### src/rtrp_pkg.sv
`default_nettype none

package rtrp_pkg;

    // pixel_format codes
    localparam logic [2:0] FMT_MONO   = 3'd0;
    localparam logic [2:0] FMT_NIBBLE = 3'd1;
    localparam logic [2:0] FMT_GRAY   = 3'd2;
    localparam logic [2:0] FMT_RGB16  = 3'd3;
    localparam logic [2:0] FMT_RGB24  = 3'd4;
    localparam logic [2:0] FMT_RGB32  = 3'd5;
    localparam logic [2:0] FMT_RGBA32 = 3'd6;

    // configuration register indexes
    localparam logic [2:0] REG_PIXEL_FORMAT   = 3'd0;
    localparam logic [2:0] REG_MSB_FIRST      = 3'd1;
    localparam logic [2:0] REG_RED_POSITION   = 3'd2;
    localparam logic [2:0] REG_GREEN_POSITION = 3'd3;
    localparam logic [2:0] REG_BLUE_POSITION  = 3'd4;
    localparam logic [2:0] REG_ALPHA_POSITION = 3'd5;
    localparam logic [2:0] REG_CHANNEL_MASKS  = 3'd6;

    localparam int CFG_IDX_W  = 3;
    localparam int CFG_DATA_W = 48;

    typedef struct packed {
        logic [2:0]  pixel_format;
        logic        msb_first;
        logic [3:0]  red_position;
        logic [3:0]  green_position;
        logic [3:0]  blue_position;
        logic [1:0]  alpha_position;
        logic [47:0] channel_masks;
    } cfg_t;

    // bytes produced by one pixel, byte 0 goes out first
    typedef struct packed {
        logic [3:0][7:0] bytes;
        logic [2:0]      count;
        logic            row_last;
    } pack_t;

endpackage

`default_nettype wire

### src/rgba_to_raster_packer_unit.sv
`default_nettype none
// Channel   Direction  Handshake              Payload
// s_        in         s_tvalid / s_tready    tdata = pixel_red, pixel_green, pixel_blue,
//                                             pixel_alpha; tlast = row_last
// m_        out        m_tvalid / m_tready    tdata = out_byte; tlast = run_last;
//                                             tuser = row_end
// cfg_      in         cfg_valid / cfg_ready  cfg_index = register, cfg_data = value
//
// A pixel is packed in the cycle it is accepted and lands in a pixel buffer; the
// byte-wide output register then drains it one byte per cycle unless m_tready
// stalls it. A pixel yields at most one byte (1-bit, 4-bit, gray), two bytes (16-bit)
// or three to four bytes (24/32-bit). Sub-byte pixels that complete no byte emit
// nothing. The next pixel is taken in the cycle the buffer's last byte moves to
// the output register. Reset (aresetn low, synchronous) empties both stages and
// loads the register defaults; cfg writes are always taken.

module rgba_to_raster_packer_unit
    import rtrp_pkg::*;
(
    input  wire logic                  aclk,
    input  wire logic                  aresetn,
    input  wire logic                  s_tvalid,
    output logic                       s_tready,
    input  wire logic [31:0]           s_tdata,   // [7:0] red, [15:8] green, [23:16] blue, [31:24] alpha
    input  wire logic                  s_tlast,
    output logic                       m_tvalid,
    input  wire logic                  m_tready,
    output logic [7:0]                 m_tdata,   // [7:0] out_byte
    output logic                       m_tlast,
    output logic                       m_tuser,   // [0] row_end
    input  wire logic                  cfg_valid,
    output logic                       cfg_ready,
    input  wire logic [CFG_IDX_W-1:0]  cfg_index,
    input  wire logic [CFG_DATA_W-1:0] cfg_data
);

    cfg_t  cfg;
    pack_t res;
    logic  acc_clear;
    logic  room;
    logic  accept;
    logic  load;

    assign s_tready = room;
    assign accept   = s_tvalid && s_tready;
    assign load     = accept && (res.count != 3'd0);

    rtrp_cfg u_cfg (
        .aclk      (aclk),
        .aresetn   (aresetn),
        .cfg_valid (cfg_valid),
        .cfg_ready (cfg_ready),
        .cfg_index (cfg_index),
        .cfg_data  (cfg_data),
        .cfg       (cfg),
        .acc_clear (acc_clear)
    );

    rtrp_pack u_pack (
        .aclk        (aclk),
        .aresetn     (aresetn),
        .cfg         (cfg),
        .acc_clear   (acc_clear),
        .accept      (accept),
        .pixel_red   (s_tdata[7:0]),
        .pixel_green (s_tdata[15:8]),
        .pixel_blue  (s_tdata[23:16]),
        .pixel_alpha (s_tdata[31:24]),
        .row_last    (s_tlast),
        .res         (res)
    );

    rtrp_serial u_serial (
        .aclk     (aclk),
        .aresetn  (aresetn),
        .load     (load),
        .res      (res),
        .room     (room),
        .m_tvalid (m_tvalid),
        .m_tready (m_tready),
        .m_tdata  (m_tdata),
        .m_tlast  (m_tlast),
        .m_tuser  (m_tuser)
    );

endmodule

`default_nettype wire

### src/rtrp_cfg.sv
`default_nettype none

module rtrp_cfg
    import rtrp_pkg::*;
(
    input  wire logic                  aclk,
    input  wire logic                  aresetn,
    input  wire logic                  cfg_valid,
    output logic                       cfg_ready,
    input  wire logic [CFG_IDX_W-1:0]  cfg_index,
    input  wire logic [CFG_DATA_W-1:0] cfg_data,
    output cfg_t                       cfg,
    output logic                       acc_clear
);

    cfg_t cfg_reg;
    logic wr;

    assign cfg_ready = 1'b1;
    assign wr        = cfg_valid && cfg_ready;
    assign cfg       = cfg_reg;

    // a format or bit-order change drops any partially packed byte
    assign acc_clear = wr && ((cfg_index == REG_PIXEL_FORMAT) || (cfg_index == REG_MSB_FIRST));

    always_ff @(posedge aclk) begin
        if (!aresetn) begin
            cfg_reg.pixel_format   <= FMT_GRAY;
            cfg_reg.msb_first      <= 1'b0;
            cfg_reg.red_position   <= 4'd0;
            cfg_reg.green_position <= 4'd1;
            cfg_reg.blue_position  <= 4'd2;
            cfg_reg.alpha_position <= 2'd3;
            cfg_reg.channel_masks  <= '0;
        end else if (wr) begin
            unique case (cfg_index)
                REG_PIXEL_FORMAT:   cfg_reg.pixel_format   <= cfg_data[2:0];
                REG_MSB_FIRST:      cfg_reg.msb_first      <= cfg_data[0];
                REG_RED_POSITION:   cfg_reg.red_position   <= cfg_data[3:0];
                REG_GREEN_POSITION: cfg_reg.green_position <= cfg_data[3:0];
                REG_BLUE_POSITION:  cfg_reg.blue_position  <= cfg_data[3:0];
                REG_ALPHA_POSITION: cfg_reg.alpha_position <= cfg_data[1:0];
                REG_CHANNEL_MASKS:  cfg_reg.channel_masks  <= cfg_data[47:0];
                default: ;
            endcase
        end
    end

endmodule

`default_nettype wire

### src/rtrp_pack.sv
`default_nettype none

module rtrp_pack
    import rtrp_pkg::*;
(
    input  wire logic       aclk,
    input  wire logic       aresetn,
    input  wire cfg_t       cfg,
    input  wire logic       acc_clear,
    input  wire logic       accept,
    input  wire logic [7:0] pixel_red,
    input  wire logic [7:0] pixel_green,
    input  wire logic [7:0] pixel_blue,
    input  wire logic [7:0] pixel_alpha,
    input  wire logic       row_last,
    output pack_t           res
);

    logic [7:0]  acc_reg, acc_next;
    logic [2:0]  cnt_reg, cnt_next;
    logic [2:0]  cnt_inc;
    logic [2:0]  bit_sh;
    logic [7:0]  acc_or_mono;
    logic [7:0]  acc_or_nib;
    logic        nib_high;
    logic [15:0] gray_sum;
    logic [7:0]  gray;
    logic [15:0] w16;
    logic [3:0][7:0] chan_bytes;

    assign gray_sum = 16'd77 * {8'd0, pixel_red} + 16'd151 * {8'd0, pixel_green}
                    + 16'd28 * {8'd0, pixel_blue};
    assign gray     = gray_sum[15:8];

    assign cnt_inc     = cnt_reg + 3'd1;
    assign bit_sh      = cfg.msb_first ? (3'd7 - cnt_reg) : cnt_reg;
    assign acc_or_mono = acc_reg | ({7'd0, pixel_green[7]} << bit_sh);
    assign nib_high    = cfg.msb_first ? (cnt_reg == 3'd0) : (cnt_reg != 3'd0);
    assign acc_or_nib  = acc_reg | (nib_high ? {gray[7:4], 4'd0} : {4'd0, gray[7:4]});

    assign w16 = (({pixel_red,   8'd0} >> cfg.red_position)   & cfg.channel_masks[47:32])
               | (({pixel_green, 8'd0} >> cfg.green_position) & cfg.channel_masks[31:16])
               | (({pixel_blue,  8'd0} >> cfg.blue_position)  & cfg.channel_masks[15:0]);

    // later channel wins where positions collide; off-pixel offsets never match
    always_comb begin
        for (int k = 0; k < 4; k++) begin
            chan_bytes[k] = 8'd0;
            if (cfg.red_position == 4'(k))   chan_bytes[k] = pixel_red;
            if (cfg.green_position == 4'(k)) chan_bytes[k] = pixel_green;
            if (cfg.blue_position == 4'(k))  chan_bytes[k] = pixel_blue;
            if ((cfg.pixel_format == FMT_RGBA32) && (cfg.alpha_position == 2'(k)))
                chan_bytes[k] = pixel_alpha;
        end
    end

    always_comb begin
        acc_next     = acc_reg;
        cnt_next     = cnt_reg;
        res.bytes    = '0;
        res.count    = 3'd0;
        res.row_last = row_last;
        unique case (cfg.pixel_format)
            FMT_MONO: begin
                if ((cnt_inc == 3'd0) || row_last) begin
                    res.bytes[0] = acc_or_mono;
                    res.count    = 3'd1;
                    acc_next     = 8'd0;
                    cnt_next     = 3'd0;
                end else begin
                    acc_next = acc_or_mono;
                    cnt_next = cnt_inc;
                end
            end
            FMT_NIBBLE: begin
                if ((cnt_inc >= 3'd2) || row_last) begin
                    res.bytes[0] = acc_or_nib;
                    res.count    = 3'd1;
                    acc_next     = 8'd0;
                    cnt_next     = 3'd0;
                end else begin
                    acc_next = acc_or_nib;
                    cnt_next = cnt_inc;
                end
            end
            FMT_GRAY: begin
                res.bytes[0] = gray;
                res.count    = 3'd1;
            end
            FMT_RGB16: begin
                res.bytes[0] = cfg.msb_first ? w16[15:8] : w16[7:0];
                res.bytes[1] = cfg.msb_first ? w16[7:0]  : w16[15:8];
                res.count    = 3'd2;
            end
            FMT_RGB24: begin
                res.bytes[2:0] = chan_bytes[2:0];
                res.count      = 3'd3;
            end
            FMT_RGB32, FMT_RGBA32: begin
                res.bytes = chan_bytes;
                res.count = 3'd4;
            end
            default: ;
        endcase
    end

    always_ff @(posedge aclk) begin
        if (!aresetn) begin
            acc_reg <= 8'd0;
            cnt_reg <= 3'd0;
        end else if (acc_clear) begin
            acc_reg <= 8'd0;
            cnt_reg <= 3'd0;
        end else if (accept) begin
            acc_reg <= acc_next;
            cnt_reg <= cnt_next;
        end
    end

endmodule

`default_nettype wire

### src/rtrp_serial.sv
`default_nettype none

module rtrp_serial
    import rtrp_pkg::*;
(
    input  wire logic       aclk,
    input  wire logic       aresetn,
    input  wire logic       load,
    input  wire pack_t      res,
    output logic            room,
    output logic            m_tvalid,
    input  wire logic       m_tready,
    output logic [7:0]      m_tdata,
    output logic            m_tlast,
    output logic            m_tuser
);

    logic [3:0][7:0] buf_bytes_reg;
    logic [2:0]      buf_count_reg;
    logic [1:0]      buf_idx_reg;
    logic            buf_row_last_reg;
    logic            buf_valid_reg;

    logic       m_tvalid_reg;
    logic [7:0] m_tdata_reg;
    logic       m_tlast_reg;
    logic       m_tuser_reg;

    logic out_free, move, final_move;

    assign out_free   = !m_tvalid_reg || m_tready;
    assign move       = buf_valid_reg && out_free;
    assign final_move = move && (({1'b0, buf_idx_reg} + 3'd1) == buf_count_reg);

    // the pixel buffer frees up in the cycle its last byte moves out
    assign room = !buf_valid_reg || final_move;

    always_ff @(posedge aclk) begin
        if (!aresetn) begin
            buf_valid_reg <= 1'b0;
            buf_idx_reg   <= 2'd0;
        end else if (load) begin
            buf_valid_reg <= 1'b1;
            buf_idx_reg   <= 2'd0;
        end else if (final_move) begin
            buf_valid_reg <= 1'b0;
        end else if (move) begin
            buf_idx_reg <= buf_idx_reg + 2'd1;
        end
    end

    always_ff @(posedge aclk) begin
        if (load) begin
            buf_bytes_reg    <= res.bytes;
            buf_count_reg    <= res.count;
            buf_row_last_reg <= res.row_last;
        end
    end

    always_ff @(posedge aclk) begin
        if (!aresetn) begin
            m_tvalid_reg <= 1'b0;
        end else if (move) begin
            m_tvalid_reg <= 1'b1;
        end else if (m_tready) begin
            m_tvalid_reg <= 1'b0;
        end
    end

    always_ff @(posedge aclk) begin
        if (move) begin
            m_tdata_reg <= buf_bytes_reg[buf_idx_reg];
            m_tlast_reg <= final_move;
            m_tuser_reg <= final_move && buf_row_last_reg;
        end
    end

    assign m_tvalid = m_tvalid_reg;
    assign m_tdata  = m_tdata_reg;
    assign m_tlast  = m_tlast_reg;
    assign m_tuser  = m_tuser_reg;

endmodule

`default_nettype wire
### config.mk
export PLATFORM = sky130hd
export DESIGN_NAME = rgba_to_raster_packer_unit
export DESIGN_NICKNAME = d
export VERILOG_FILES = /design/src/rtrp_pkg.sv /design/src/rgba_to_raster_packer_unit.sv /design/src/rtrp_cfg.sv /design/src/rtrp_pack.sv /design/src/rtrp_serial.sv
export SDC_FILE = /design/constraint.sdc
export NUM_CORES = 1
export LEC_CHECK = 0
export BUFFER_PORTS_ARGS = -buffer_cell sky130_fd_sc_hd__clkbuf_2
export CELL_PAD_IN_SITES_DETAIL_PLACEMENT = 0
export CELL_PAD_IN_SITES_GLOBAL_PLACEMENT = 1
export CORE_UTILIZATION = 35
export CTS_CLUSTER_DIAMETER = 50
export DETAILED_ROUTE_END_ITERATION = 10
export HOLD_SLACK_MARGIN = 0.02
export PLACE_DENSITY_LB_ADDON = 0.1
export SLEW_MARGIN = 5
export SYNTH_ARGS = -nofsm -noshare
export SYNTH_HDL_FRONTEND = slang
export SYNTH_HIERARCHICAL = 1
export SYNTH_SLANG_ARGS = --single-unit
### constraint.sdc
create_clock -name aclk -period 6.7 [get_ports aclk]
set_input_delay 0.335 -clock aclk [delete_from_list [all_inputs] [get_ports aclk]]
set_output_delay 0.335 -clock aclk [all_outputs]
set_load 0.1 [all_outputs]
---- Word level (Yosys, flattened, before mapping) ----
Cells that the tools add are included.
storage, ports and cells
  register bits ........................... 127
  input port bits ......................... 89
cells by class
  $add $sub $neg .......................... 6
  $mul .................................... 3
  magnitude comparators ................... 2
  eq/ne operators ......................... 25
  shift-type cells ........................ 4
  muxes and demuxes ....................... 37
  bitwise logic cells ..................... 9
  reduce and logical (&&, ||, !) cells .... 43
operator list
  kind                                                                 count
  8-bit two-way mux                                                    22
  11-bit case mux with 6 select lines                                  1
  16-bit AND                                                           3
  16-bit by 4-bit right shift with 16-bit output                       3
  16-bit OR                                                            2
  8-bit case mux with 2 select lines                                   2
  4-bit by 2-bit == test with 1-bit output (second input constant)     6
  11-bit two-way mux                                                   2
  3-bit == test (second input constant)                                6
  2-bit AND reduction                                                  9
  15-bit by 16-bit adder with 16-bit output                            1
  16-bit by 13-bit adder with 16-bit output                            1
  8-bit binary-select mux with 2-bit select                            1
  8-bit by 8-bit multiplier with 16-bit output (first input constant)  1
  8-bit OR                                                             2
  7-bit by 8-bit multiplier with 15-bit output (first input constant)  1
  3-bit by 2-bit == test with 1-bit output (second input constant)     4
  4-bit by 1-bit == test with 1-bit output (second input constant)     3
  3-bit zero test                                                      4
  4-bit zero test                                                      3
  3-bit by 8-bit multiplier with 11-bit output (first input constant)  1
  1-bit logical AND                                                    10
  3-bit two-way mux                                                    3
  1-bit by 3-bit left shift with 8-bit output                          1
  20 further kinds                                                     37

---- Longest topological paths before layout ----
Gate-level depths: netlist of the first run.
  word-level depth ........................ 10
  depth in mapped cells ................... 23
  gate-level depth less buffers ........... 22

---- By module ----
Netlist of the first run, hierarchy kept.
modules (own cells, without submodules)
  module                      times used  cells each  area an instance (µm²)  sequential area each (µm²)
  rtrp_pack                   1           967         7,440.9                 220.2
  rtrp_cfg                    1           279         2,638.8                 1,321.3
  rtrp_serial                 1           80          1,876.8                 1,461.4
  rgba_to_raster_packer_unit  1           2           16.3                    0.0

---- Worst setup path after synthesis of the first run ----
Ideal clock, no wire load.
  kind .................................... input to register
  from .................................... input port s_tdata[16]
  to ...................................... register u_serial/buf_bytes_reg[5] (netlist bit) (data pin)
  setup time .............................. 0.261 ns
  arrival time ............................ 5.576 ns
  data required time ...................... 6.439 ns
  slack ................................... 0.863 ns
  stages on the path ...................... 22
  cells stage by stage .................... fa_1 -> ha_1 -> inv_1 -> fa_1 -> nor2b_1 -> o21ai_0 -> nand2b_1 -> a21o_1 -> a21o_1 -> xnor2_1 -> ha_1 -> fa_1 -> inv_1 -> fa_1 -> inv_1 -> ha_1 -> a221o_1 -> nor2_1 -> a31oi_4 -> and4b_2 -> or4_1 -> a221o_1
RTL lines
  item                    RTL line                          RTL
  start: declaration      rgba_to_raster_packer_unit.sv:24  input wire logic [31:0] s_tdata,
  end signal: assignment  rtrp_serial.sv:54                 buf_bytes_reg <= res.bytes;
  end: declaration        rtrp_serial.sv:18                 logic [3:0][7:0] buf_bytes_reg;

==> results of run 1 <==
## cells by family (layout without fill, tap and decap cells)
kind of cell,count (synthesis),after routing,synth area share
multiplexers,121,121,0.126
other,1,1,0.000313
flip-flops,127,127,0.251
AO/OA/AOI/OAI,270,270,0.163
adder cells (fa/ha/maj),141,141,0.186
AND/OR/NAND/NOR,437,437,0.190
buffers and inverters,215,295,0.0721
XOR/XNOR,16,16,0.0133
## cell type report
class	instances	area, µm²	area share
inverters	128	480	0.0356
flip-flops and latches	127	3000	0.222
well taps	448	561	0.0415
multi-input cells	986	8110	0.600
clock buffers	22	485	0.0359
clock inverters	10	109	0.00806
repair buffers	135	766	0.0567
## layer usage
metal  global-route usage  share of wire  vias to the layer above
met3               0.0242          0.046                       35
li1                     -              -                     4908
met1                0.349           0.49                     5147
met4               0.0558          0.016                        0
met5                    0              0                        -
met2                0.372           0.45                      349
## path summary, 6_finish.rpt
path | slack [ps] | endpoint | depth (start not counted)
worst max-delay path | 710 | u_serial/buf_bytes_reg[5] | 23
worst min-delay path | 130 | u_cfg/cfg[18] | 3
worst max register to register | 3110 | u_pack/acc_reg[3] | 9
worst min register to register | 460 | u_cfg/cfg[16] | 2
## stage by stage
| step | utilization | instance area [µm²] | total power [mW] | cells | hold slack [ps] |
|---|---|---|---|---|---|
| 4_1_cts | 0.402 | 13500 | 5.35 | 1856 | 117 |
| 3_3_place_gp | 0.384 | 12900 | 4.39 | 1824 | 445 |
| 2_1_floorplan | - | 12000 | 3.39 | 1328 | 430 |
| 6_report | 0.402 | 13500 | 5.37 | 1856 | 134 |
| 3_5_place_dp | 0.384 | 12900 | 4.40 | 1824 | 449 |
| 5_1_grt | 0.402 | 13500 | 5.79 | 1856 | 138 |
## cell usage in the layout (no fill, tap or decap), types with 14 or more instances in the layout
cell       instances
a211oi_1          14
a21o_1            17
a21oi_1           52
a22oi_1           26
buf_4             36
clkbuf_16         18
clkbuf_2          99
dfxtp_1           81
edfxtp_1          46
fa_1              61
ha_1              80
inv_1            128
mux2i_1           92
nand2_1          154
nand2b_1          20
nand3_1           30
nor2_1            76
nor2b_1           32
nor3_1            22
nor3b_1           18
o21ai_0           37
o22ai_1           17
## power by group through the flow
stage	registers, mW	logic, mW	clock network [mW]
after floorplan	1.08	2.31	0
after global placement	1.01	3.38	0
after detailed placement	1.01	3.39	0
after CTS	0.996	3.40	0.954
after global routing	1.00	3.80	0.981
final	0.996	3.44	0.936
## worst max-delay path, delay by kind of cell
family / cells / cell delay [ps]
adders and majority gates: 7 / 2830
and+or+nand+nor: 5 / 1300
AOI/OAI and AO/OA: 6 / 1170
buffers and inverters: 4 / 370
xor gates and xnor gates: 1 / 130
==> flow_results.org, run 1 <==
** Synthesis
- Post-synthesis register bit count :: 127
- Leading cell types by count after synthesis :: nand2_1 (154), inv_1 (128), mux2i_1 (92)
- Synthesis instantiated 89 different standard cells from the library.
- By instance count, the leading cell after synthesis is nand2_1.
- Count of warnings emitted by yosys :: 6
- EDFF count, synth :: 46
- The biggest area contributor in the post-synthesis netlist is dfxtp_1.
- Post-Synthesis Cells :: 1328
- Part of the Yosys area used for sequential elements :: 0.251
- Post-synth design cell area :: 12000 µm²
- Post-Syn Nets :: 1558
- Mean instance size in the synthesized netlist :: about 9 µm²
- Among all flip-flop cells after synthesis, the most frequent one is dfxtp_1.
- After synthesis, the share of flip-flops with an asynchronous set or reset is 0.
- Cell types with the largest area share after synthesis :: dfxtp_1 (14%), edfxtp_1 (12%), fa_1 (10%)
- Of the post-synthesis cell area, the dominant cell type holds 0.135.

** Hold path
- The worst hold path belongs to the class primary input to flop.
- Launch instance of the worst min-delay path :: cfg_data[18]

** Timing
- Timing would allow up to around 170 MHz.
- Setup repair after global routing left no endpoint under its margin.
- Clock skew after layout :: 10.0 ps
- Final total negative setup slack :: 0 ps
- Dividing the final minimum period by the clock period gives 0.895.
- The number of hold violations in the final report came to 0.
- Final Max Tran Viols :: 0
- Final critical path time including I/O delays and setup :: 5990 ps
- Post-route worst setup slack :: 707 ps
- Headroom to the max-slew limit came out at 0.134.
- Final setup fails :: 0
- Slew at the pin with the worst max-slew slack :: around 1300 ps

** Global routing
- Vias in the first global route :: 10100
- First-pass GRT wire length :: 63.0 mm
- Global Route Usage Sum :: 0.237
- Sum of overflow across all layers after global routing :: 0
- Pin count of the biggest net entering global routing :: 109
- The number of antenna violations at the first check in global routing was 0.

** Setup path
- Sort of element at the start of the critical path :: primary input
- Required time of the critical path :: just under 7000 ps
- Startpoint of the worst-slack reg-to-reg timing path :: u_serial/buf_idx_reg[0]
- The signal on the critical path passes through clkbuf_2 -> fa_1 -> ha_1 -> inv_1 -> fa_1 -> nor2b_1 -> o21ai_0 -> nand2b_1 -> a21o_1 -> a21o_1 -> xnor2_1 -> ha_1 -> fa_1 -> inv_1 -> fa_1 -> inv_1 -> ha_1 -> a221o_1 -> nor2_1 -> a31oi_4 -> and4b_2 -> or4_1 -> a221o_1.
- Data on the critical path arrives at its endpoint at 6170 ps.
- Among all stages on the critical path, the largest delay is contributed by fa_1.
- CP dominant cell by count :: fa_1
- The largest single stage delay on the critical path is roughly 580 ps.
- Critical Path Start :: s_tdata[16]
- The worst setup path is of the primary input to flop kind.
- The worst setup path is captured at a flop.
- Crit-path max FO :: 9

** Pwr
- Dividing total power by cell area gives a power density of 398 nW/µm².
- Cell internal power was estimated by the tool at 2.99 mW.
- Sequential cell fraction of total power :: 0.185
- Of the total power, combinational logic draws 0.640.
- Switching part of the total :: 0.444
- Net switching power figure :: 2.39 mW
- Clock network fraction of total power :: 0.174
- Leakage power summed over all cells :: 5.67 nW
- IR Drop Worst-Case VDD :: 0.507 mV

** Placement
- At the placement stage, the worst setup path has a slack of approximately 300 ps.
- Estimated wirelength of the detail-placed design :: roughly 32 mm
- Count of buffers inserted at the top-level ports :: 100
- Final weighted congestion of routability-driven global placement :: approximately 0.88

** Floorplanning
- Die ar. :: 35000 µm²
- After floorplanning, the core was divided into 67 placement rows.
- In this run the horizontal extent of the chip is 187 µm.
- Vertical die dimension :: 187 µm
- Effective utilization at floorplan :: 0.356
- Core Footprint :: 33600 µm²
- Ports :: 102

** Run status
- Result of the run :: completed

** Clocking
- Worst skew pair latency :: 430 ps
- TritonCTS built the clock tree.
- Total number of H-tree levels :: 4
- Clock-pin slew was measured on the worst setup and hold paths at 60 ps.
- The longest clock path from root to sink contains 2 buffers.
- Post-CTS Repair Setup Buffers :: 0
- The number of hold buffers added after CTS was 0.
- For this design, the sink count on the clock tree is 127.
- CTS placed an instance of clkbuf_16 at the clock tree root.
- Total CTS buffers :: 17
- Post-CTS sizing :: 0

** Cells and area
- The final layout contains 1625 nets.
- After filler insertion, the fill cell instance count of the layout stands at approximately 3400.
- In the final layout, the share of cells above drive strength 1 is 0.146.
- The repair_antennas step left the layout with diodes totalling 0.
- Area delta synth->final :: 12.9%
- The register with the most flip-flops in the layout has 66 of them.

** Drt
- Number of DRC markers after the initial detailed-route iteration :: 1172
- First-pass iteration count of the detailed router :: 9
- Detailed-route via count :: 10400
- Final antenna-violating net count :: 0
- Routed wire length :: 41.1 mm
- For this run, design rule violations remaining after detail routing come to 0.
- In the final routed layout, each cell accounts on average for 22.2 µm.
- Post-detailed-route via-to-cell ratio :: about 5.6

** Job
- Max-cap violations in this run came to 0.
(Power assumes the default switching activity.)
==> run 2, diff against run 1 <==
- ABC_AREA: default -> 1
==> run 2 against run 1 <==
Final cell count is 21% higher. Total power is 12% lower. Cell area is 2.0% lower. Synthesized area is 0.45% lower. Global-route usage is 1.4 points higher. Worst setup slack better by 810 ps. Clock-buffer cell count is 2 higher. Worst hold slack worse by 7.9 ps. Synthesized cell count is 30% higher. Register-to-register slack better by 490 ps. Sequential share of layout area is 0.45 points higher.
==> flow_results.org, run 2 <==
** Synthesis
- Post-Synthesis Cells :: 1721
- Post-Synth Adder-Cell Area :: 0.186
- Mean instance size in the synthesized netlist :: roughly 6.9 µm²
- Xor/xnor share of the synthesized area :: 0.00945
- After synthesis, the largest family of logic cells by area is simple AND/OR/NAND/NOR gates.
- Of the post-synthesis cell area, the dominant cell type holds 0.136.
- Part of the Yosys area used for sequential elements :: 0.252
- Among all flip-flop cells after synthesis, the most frequent one is dfxtp_1.
- In the synthesized netlist the async set-or-reset flop fraction comes to 0.
- Number of distinct library cells after synthesis :: 52
- When the netlist entered floorplanning its net count stood at 1951.
- Most numerous cell in the Yosys netlist :: nand2_1
- Fraction of the mapped netlist area in compound gates :: 0.132
- dfxtp_1 takes more of the synthesized area than any other cell.
- The synthesized netlist occupies a cell area of about 12000 µm².
- Count of warnings emitted by yosys :: 6
- Multiplexer share of the synthesized area :: 0
- Sorting the synthesized cells by how often they occur yields nand2_1 (341), inv_1 (268), nor2_1 (227).
- Synthesized-area fraction occupied by and/or/nand/nor cells :: 0.302
- Cell types with the largest area share after synthesis :: dfxtp_1 (14%), edfxtp_1 (12%), nand2_1 (11%)
- The synthesized design contains 127 register bits.
- Counting flops with a built-in enable in the synthesized netlist gives 46.

** Cells and area
- Leaving out fill and tap cells, the most frequent cell in the layout is nand2_1.
- The top cell types in the final layout, fill and taps aside, are nand2_1 (341), inv_1 (268), nor2_1 (227).
- The register with the most flip-flops in the layout has 66 of them.
- In the final design database the tool counted about 2000 nets.
- Summing all non-filler instances in the final layout gives an area of between 10000 and 15000 µm².
- Relative to the synthesized area, the layout overhead comes to 11.1%.
- Final non-filler cell total :: 2249
- Ant. Diodes :: 0
- Share of layout cells above drive strength 1 :: 0.100

** Floorplanning
- The die is 187 µm tall.
- Core Footprint :: 33500 µm²
- Ports :: 102
- Die ar. :: 34800 µm²
- Effective utilization at floorplan :: 0.355
- After floorplanning, the core was divided into 67 placement rows.
- Die span in x :: around 190 µm

** Global routing
- Pin count of the biggest net entering global routing :: 69
- Vias in the first global route :: 11100
- First-pass GRT wire length :: 65.7 mm
- Sum of overflow across all layers after global routing :: 0
- The number of antenna violations at the first check in global routing is 0.
- For this run, the total global-route usage over all layers was measured as 0.251.

** Job
- The tool flagged a number of max-cap violations equal to 0.

** Setup path
- Reg-to-Reg End :: u_pack/acc_reg[4]
- Crit-path max FO :: 9
- Among cell families on the critical path, the largest total delay comes from adder cells.
- The worst register-to-register path has a setup slack of roughly 3600 ps.
- Logic depth of the worst setup path including buffers :: 26
- Required time of the critical path :: 6890 ps
- The critical path is of the primary input to flop type.
- Data arrival at the endpoint of the critical path :: 5380 ps
- The most numerous cell type found on the critical path is nand2_1.
- Max incr delay on CP :: about 550 ps
- The worst register-to-register path has a depth of 13.
- Cell type of the slowest stage on the worst timing path :: fa_1
- In this run the critical register-to-register path is launched from u_serial/buf_idx_reg[0].
- Total buffers and inverters traversed by the critical path :: 5
- STA classifies the critical path endpoint as a flop.
- STA classifies the critical path startpoint as a primary input.

** Clocking
- The H-tree generated during clock tree synthesis spans 4 levels.
- In this run, post-CTS repair resized a total of 0 instances.
- The tree built by TritonCTS fans out to ~130 sinks.
- The later pin in the worst-skew pair is clocked with a latency of 450 ps.
- CTS placed an instance of clkbuf_16 at the clock tree root.
- Counting the buffers created by CTS gives 17.
- TritonCTS built the clock tree.
- Clock slew at the register clock pins of the worst setup and hold paths :: 60 ps
- Hold-fix buffer count after cts :: 0
- Maximum clock path buffer count :: 2
- Post-CTS Repair Setup Buffers :: 0

** Timing
- After routing, the total negative slack on setup checks comes to 0 ps.
- Final Max Tran Viols :: 0
- Rel. slew slack :: 0.243
- At the pin with the least slew margin, the transition time is approximately 1100 ps.
- Final setup fails :: 0
- Post-route fraction of the period consumed by the critical path :: 0.774
- The clock period could shrink to 5190 ps.
- The clock arrives with about 16 ps of skew.
- The number of hold violations in the final report came to 0.
- Derived from the worst setup path, the maximum achievable clock frequency is 193 MHz.
- Setup repair after global routing left no endpoint under its margin.
- Worst hold-check slack :: 126 ps

** Pwr
- Of the total power, the share spent switching nets is 0.472.
- Combinational Power Share :: 0.606
- The share of total power dissipated in the clock network is 0.186.
- Total power of the final layout :: 4.74 mW
- Cell internal pwr :: 2.50 mW
- Total power divided by cell area :: 358 nW/µm²
- Net switching power figure :: between 2 and 2.5 mW
- Summed over all cells, the static leakage comes to 6.43 nW.
- IR analysis of the VDD net gives a maximum drop of 0.336 mV.
- Of the total power, registers draw 0.208.

** Drt
- Routed wire length :: 42.5 mm
- Dividing the detail-routed wire length by the instance count gives 18.9 µm.
- The first routing iteration left 817 violations.
- Detailed-route via count :: 11500
- The detail route stage leaves a number of antenna-violating nets equal to 0.
- For this run, design rule violations remaining after detail routing come to 0.
- In the routed layout, each cell is associated on average with a via count of 5.11.
- The first detailed-routing pass ran for 5 iterations.

** Placement
- After detailed placement, the design holds a cell count of 2217.
- Estimated wirelength of the detail-placed design :: 34.5 mm
- The count of buffers added on input and output ports is 100.
- Routability-driven placement finished with a final weighted congestion of 0.960.
- Placed standard-cell area :: 12700 µm²

** Hold path
- The startpoint identified for the worst hold timing path is s_tlast.
- End point of the most critical hold path :: u_serial/buf_row_last_reg
- Depth of the worst hold-timing path :: 1
- The min-delay analysis places its worst path in the category primary input to flop.

** Run status
- Result of the run :: completed
[run 2: cell count changes in the layout (fill, tap and decap cells not counted), sizes merged, moves of 31 or more]
cell   previous run  this run
nand2           154       348
nor2             76       239
inv             128       286
nand3            30       184
mux2i            92         0
o21ai            38       128
buf              36         4
nor2b            32         0
a21oi            52        83
[run 2: how the worst max path moves through the flow]
stage | slack, ps | from | endpoint
floorplan | 1710 | s_tdata[16] | u_serial/buf_bytes_reg[5]
global placement | 1170 | s_tdata[16] | u_serial/buf_bytes_reg[6]
detailed placement | 1100 | s_tdata[17] | u_serial/buf_bytes_reg[5]
CTS | 1560 | s_tdata[17] | u_serial/buf_bytes_reg[5]
global route | 1140 | s_tdata[17] | u_serial/buf_bytes_reg[5]
finish | 1510 | s_tdata[17] | u_serial/buf_bytes_reg[4]
[run 2: cell families after synthesis]
family                     after synthesis
AOI/OAI and AO/OA                      276
xor gates and xnor gates                12
and+or+nand+nor                        822
other                                    1
adders and majority gates              141
DFF                                    127
buffers and inverters                  342
[run 2: metal layers]
metal / vias to the layer above / GRT usage / part of all wire
li1: 5729 / - / -
met1: 5400 / 0.332 / 0.46
met2: 298 / 0.410 / 0.46
met3: 65 / 0.0325 / 0.039
met4: 0 / 0.112 / 0.041
met5: - / 0 / 0
[run 2: power groups by stage]
stage | sequential (mW) | clock, mW | combinational (mW)
6_report | 0.985 | 0.882 | 2.88
5_1_grt | 0.992 | 0.936 | 3.28
4_1_cts | 0.986 | 0.908 | 2.87
3_5_place_dp | 1.00 | 0 | 2.86
3_3_place_gp | 1.00 | 0 | 2.84
2_1_floorplan | 1.05 | 0 | 2.09
[run 2: metrics by stage]
stage	util	worst slack [ps]
finish	0.395	1510
global route	0.395	1140
CTS	0.395	1560
detailed placement	0.379	1100
global placement	0.379	1170
floorplan	-	1710
[run 2: area by class of cell]
cell class | instances | area [µm²]
well taps | 448 | 561
clock buffers | 24 | 452
fillers | 3705 | 20300
flip-flops and latches | 127 | 3000
inverters | 286 | 1080
multi-input cells | 1252 | 7530
clock inverters | 8 | 93.8
repair buffers | 104 | 531
==> run 3, diff against run 2 <==
- clock period: 6.7 -> 4.8 ns (I/O delays scaled with it)
==> run 3 against run 2 <==
Core utilization rose by 2.4 points. Non-clock buffer count up 72. Clock-buffer cell count shrank 3. Clock skew down 4.5 ps. Cell area up 6.1%. Wire length grew 2.3%. Largest power group unchanged.
==> flow_results.org, run 3 (same netlist as run 2, synthesis figures left out) <==
** Placement
- Summing all placed instances gives a cell area of 13200 µm².
- Input and output buffers added on the ports amount to 100.
- Estimated wirelength of the detail-placed design :: 35.4 mm
- Prior to clock tree synthesis, the placed netlist has a worst setup slack of -502 ps.
- At the end of routability-driven placement, the weighted congestion stood at 0.942.

** Floorplanning
- Ports :: 102
- Core Footprint :: 33500 µm²
- The floorplan has 67 rows.
- Effective utilization at floorplan :: 0.355
- Vertical die dimension :: ~190 µm
- The floorplan step defined a die boundary enclosing about 35000 µm².
- The die is 187 µm wide.

** Timing
- Setup repair after global routing could not meet its margin everywhere.
- For this run, the top clock speed supported by timing is roughly 220 MHz.
- Clock skew after layout :: 11.7 ps
- In the finished design, the share of the clock period the worst path needs comes to 0.959.
- The number of hold violations in the final report is 0.
- After routing, the total negative slack on setup checks comes to 0 ps.
- Worst hold-check slack :: 58.8 ps
- At the pin with the least slew margin, the transition time is approximately 1100 ps.
- The number of pins with negative max-slew slack in the final report is 0.
- Final setup fails :: 0
- Subtracting the final worst setup slack from the clock period gives 4600 ps.
- Post-route worst setup slack :: between 150 and 200 ps
- Rel. slew slack :: 0.268

** Cells and area
- After the last flow step, the layout net total stands at roughly 2100.
- Leaving out fill and tap cells, the most frequent cell in the layout is nand2_1.
- Commonest cells after routing, fill and taps aside :: nand2_1 (332), inv_1 (267), nor2_1 (224)
- Final std cell area, no fill :: 14100 µm²
- Max reg flops :: between 60 and 70
- Filler Cell Count :: 3651
- Area delta synth->final :: 17.9%
- In the final layout, the share of cells above drive strength 1 is 0.158.
- Ant. Diodes :: 0

** Setup path
- Critical path start-end classification :: primary input to flop
- For this run, the slowest stage of the critical path takes 580 ps.
- The worst setup path is launched from a primary input.
- The slowest stage of the critical path belongs to the cell fa_2.
- At the worst endpoint, the required time is ~5000 ps.
- Startpoint of the worst-slack reg-to-reg timing path :: u_pack/cnt_reg[0]
- The most critical setup path has its startpoint at s_tdata[14].
- STA classifies the critical path endpoint as a flop.
- Among the stages of the critical path, the cell type that occurs most often is fa_1.
- Data arrival at the endpoint of the critical path :: 4780 ps
- Cell-by-cell listing of the critical path :: clkbuf_2 -> fa_1 -> inv_1 -> fa_1 -> inv_1 -> fa_1 -> inv_1 -> fa_1 -> inv_1 -> fa_1 -> fa_2 -> ha_4 -> a21oi_4 -> buf_4 -> o21ai_0 -> nand2_1 -> nand4_1 -> nand2_2 -> o21ai_1 -> nand2_1 -> nand3_1
- Crit-path max FO :: 5

** Clocking
- The clock tree synthesis step divided the H-tree into 4 levels.
- Maximum clock path buffer count :: 2
- Clock-pin slew was measured on the worst setup and hold paths at 60 ps.
- Post-CTS Repair Setup Buffers :: 0
- Total CTS buffers :: 17
- Clock sinks :: 127
- CTS Root Cell :: clkbuf_16
- TritonCTS built the clock tree.
- At the later pin of the worst-skew pair, clock insertion delay measures 440 ps.

** Drt
- Number of DRC markers after the initial detailed-route iteration :: 896
- Before antenna repair, the detailed router went through 7 iterations.
- Once detail routing completed, the nets flagged for antenna violations numbered 0.
- After detailed routing, the number of remaining DRC violations is 0.
- Detailed-route via count :: 11700
- Post-detailed-route via-to-cell ratio :: around 5
- The routed design has between 40 and 50 mm of wire.
- Avg WL per Cell :: 18.8 µm

** Hold path
- In this run the worst hold path is classified as primary input to flop.
- In this run the most critical hold path is launched from cfg_data[0].

** Global routing
- First-pass GRT wire length :: 66.8 mm
- The via count of the first global-routing pass was 11200.
- For this run, the total global-route usage over all layers was measured as 0.255.
- Initial antenna violation count :: 0
- Entering global routing, the biggest net connects 69 pins.
- Sum of overflow across all layers after global routing :: 0

** Run status
- Result of the run :: completed

** Pwr
- In this run the power density over the cells is 595 nW/µm².
- Summed over all cells, the static leakage comes to 6.82 nW.
- IR analysis of the VDD net gives a maximum drop of 0.799 mV.

** Job
- The tool flagged a number of max-cap violations equal to 0.
==> run 3: per-stage QoR <==
step	total power [mW]	cells	util
after global placement	6.09	2288	0.395
after floorplan	4.39	1721	-
after CTS	7.43	2320	0.412
after detailed placement	6.09	2288	0.395
after global routing	9.15	2320	0.419
final	8.37	2320	0.419
==> run 3: cell type report <==
| cell class | count | area (µm²) | share of cell area |
|---|---|---|---|
| Clock buffer | 21 | 440 | 0.0313 |
| Multi-Input combinational cell | 1252 | 7780 | 0.553 |
| Timing Repair Buffer | 176 | 1080 | 0.0766 |
| Sequential cell | 127 | 3000 | 0.214 |
| Tap cell | 448 | 561 | 0.0399 |
| Inverter | 286 | 1080 | 0.0766 |
| Clock inverter | 10 | 123 | 0.00872 |
==> run 3: critical path, delay by kind of cell <==
kind	cells	cell delay (ps)
AOI/OAI and AO/OA	3	330
buffers and inverters	6	490
adders and majority gates	7	3210
and+or+nand+nor	5	530
==> run 3: path summary, 6_finish.rpt <==
check                                                   to  depth (start not counted)  slack, ps
worst max-delay path             u_serial/buf_bytes_reg[4]                         21        200
worst min register to register               u_cfg/cfg[24]                          2        480
worst min-delay path                         u_cfg/cfg[54]                          3         60
worst max register to register  u_serial/buf_bytes_reg[25]                          9       1680
==> run 3: metal layers <==
metal,share of wire,global-route usage,vias up
met5,0,0,-
met4,0.032,0.0939,0
met3,0.033,0.0308,53
met2,0.46,0.418,296
met1,0.47,0.345,5460
li1,-,-,5870
==> run 3: where the power goes <==
| group | switching [mW] | internal, mW |
|---|---|---|
| clock | 0.468 | 0.802 |
| sequential | 0.0558 | 1.31 |
| combinational | 3.24 | 2.48 |
==> run 3: timing repair <==
item / in CTS / in global routing
hold endpoints to repair: 1 / 0
hold buffers: 1 / 0
endpoints found under the setup margin: 2 / 16
pin swaps: 2 / 14
gates resized for setup: 2 / 53
gates cloned: 0 / 0
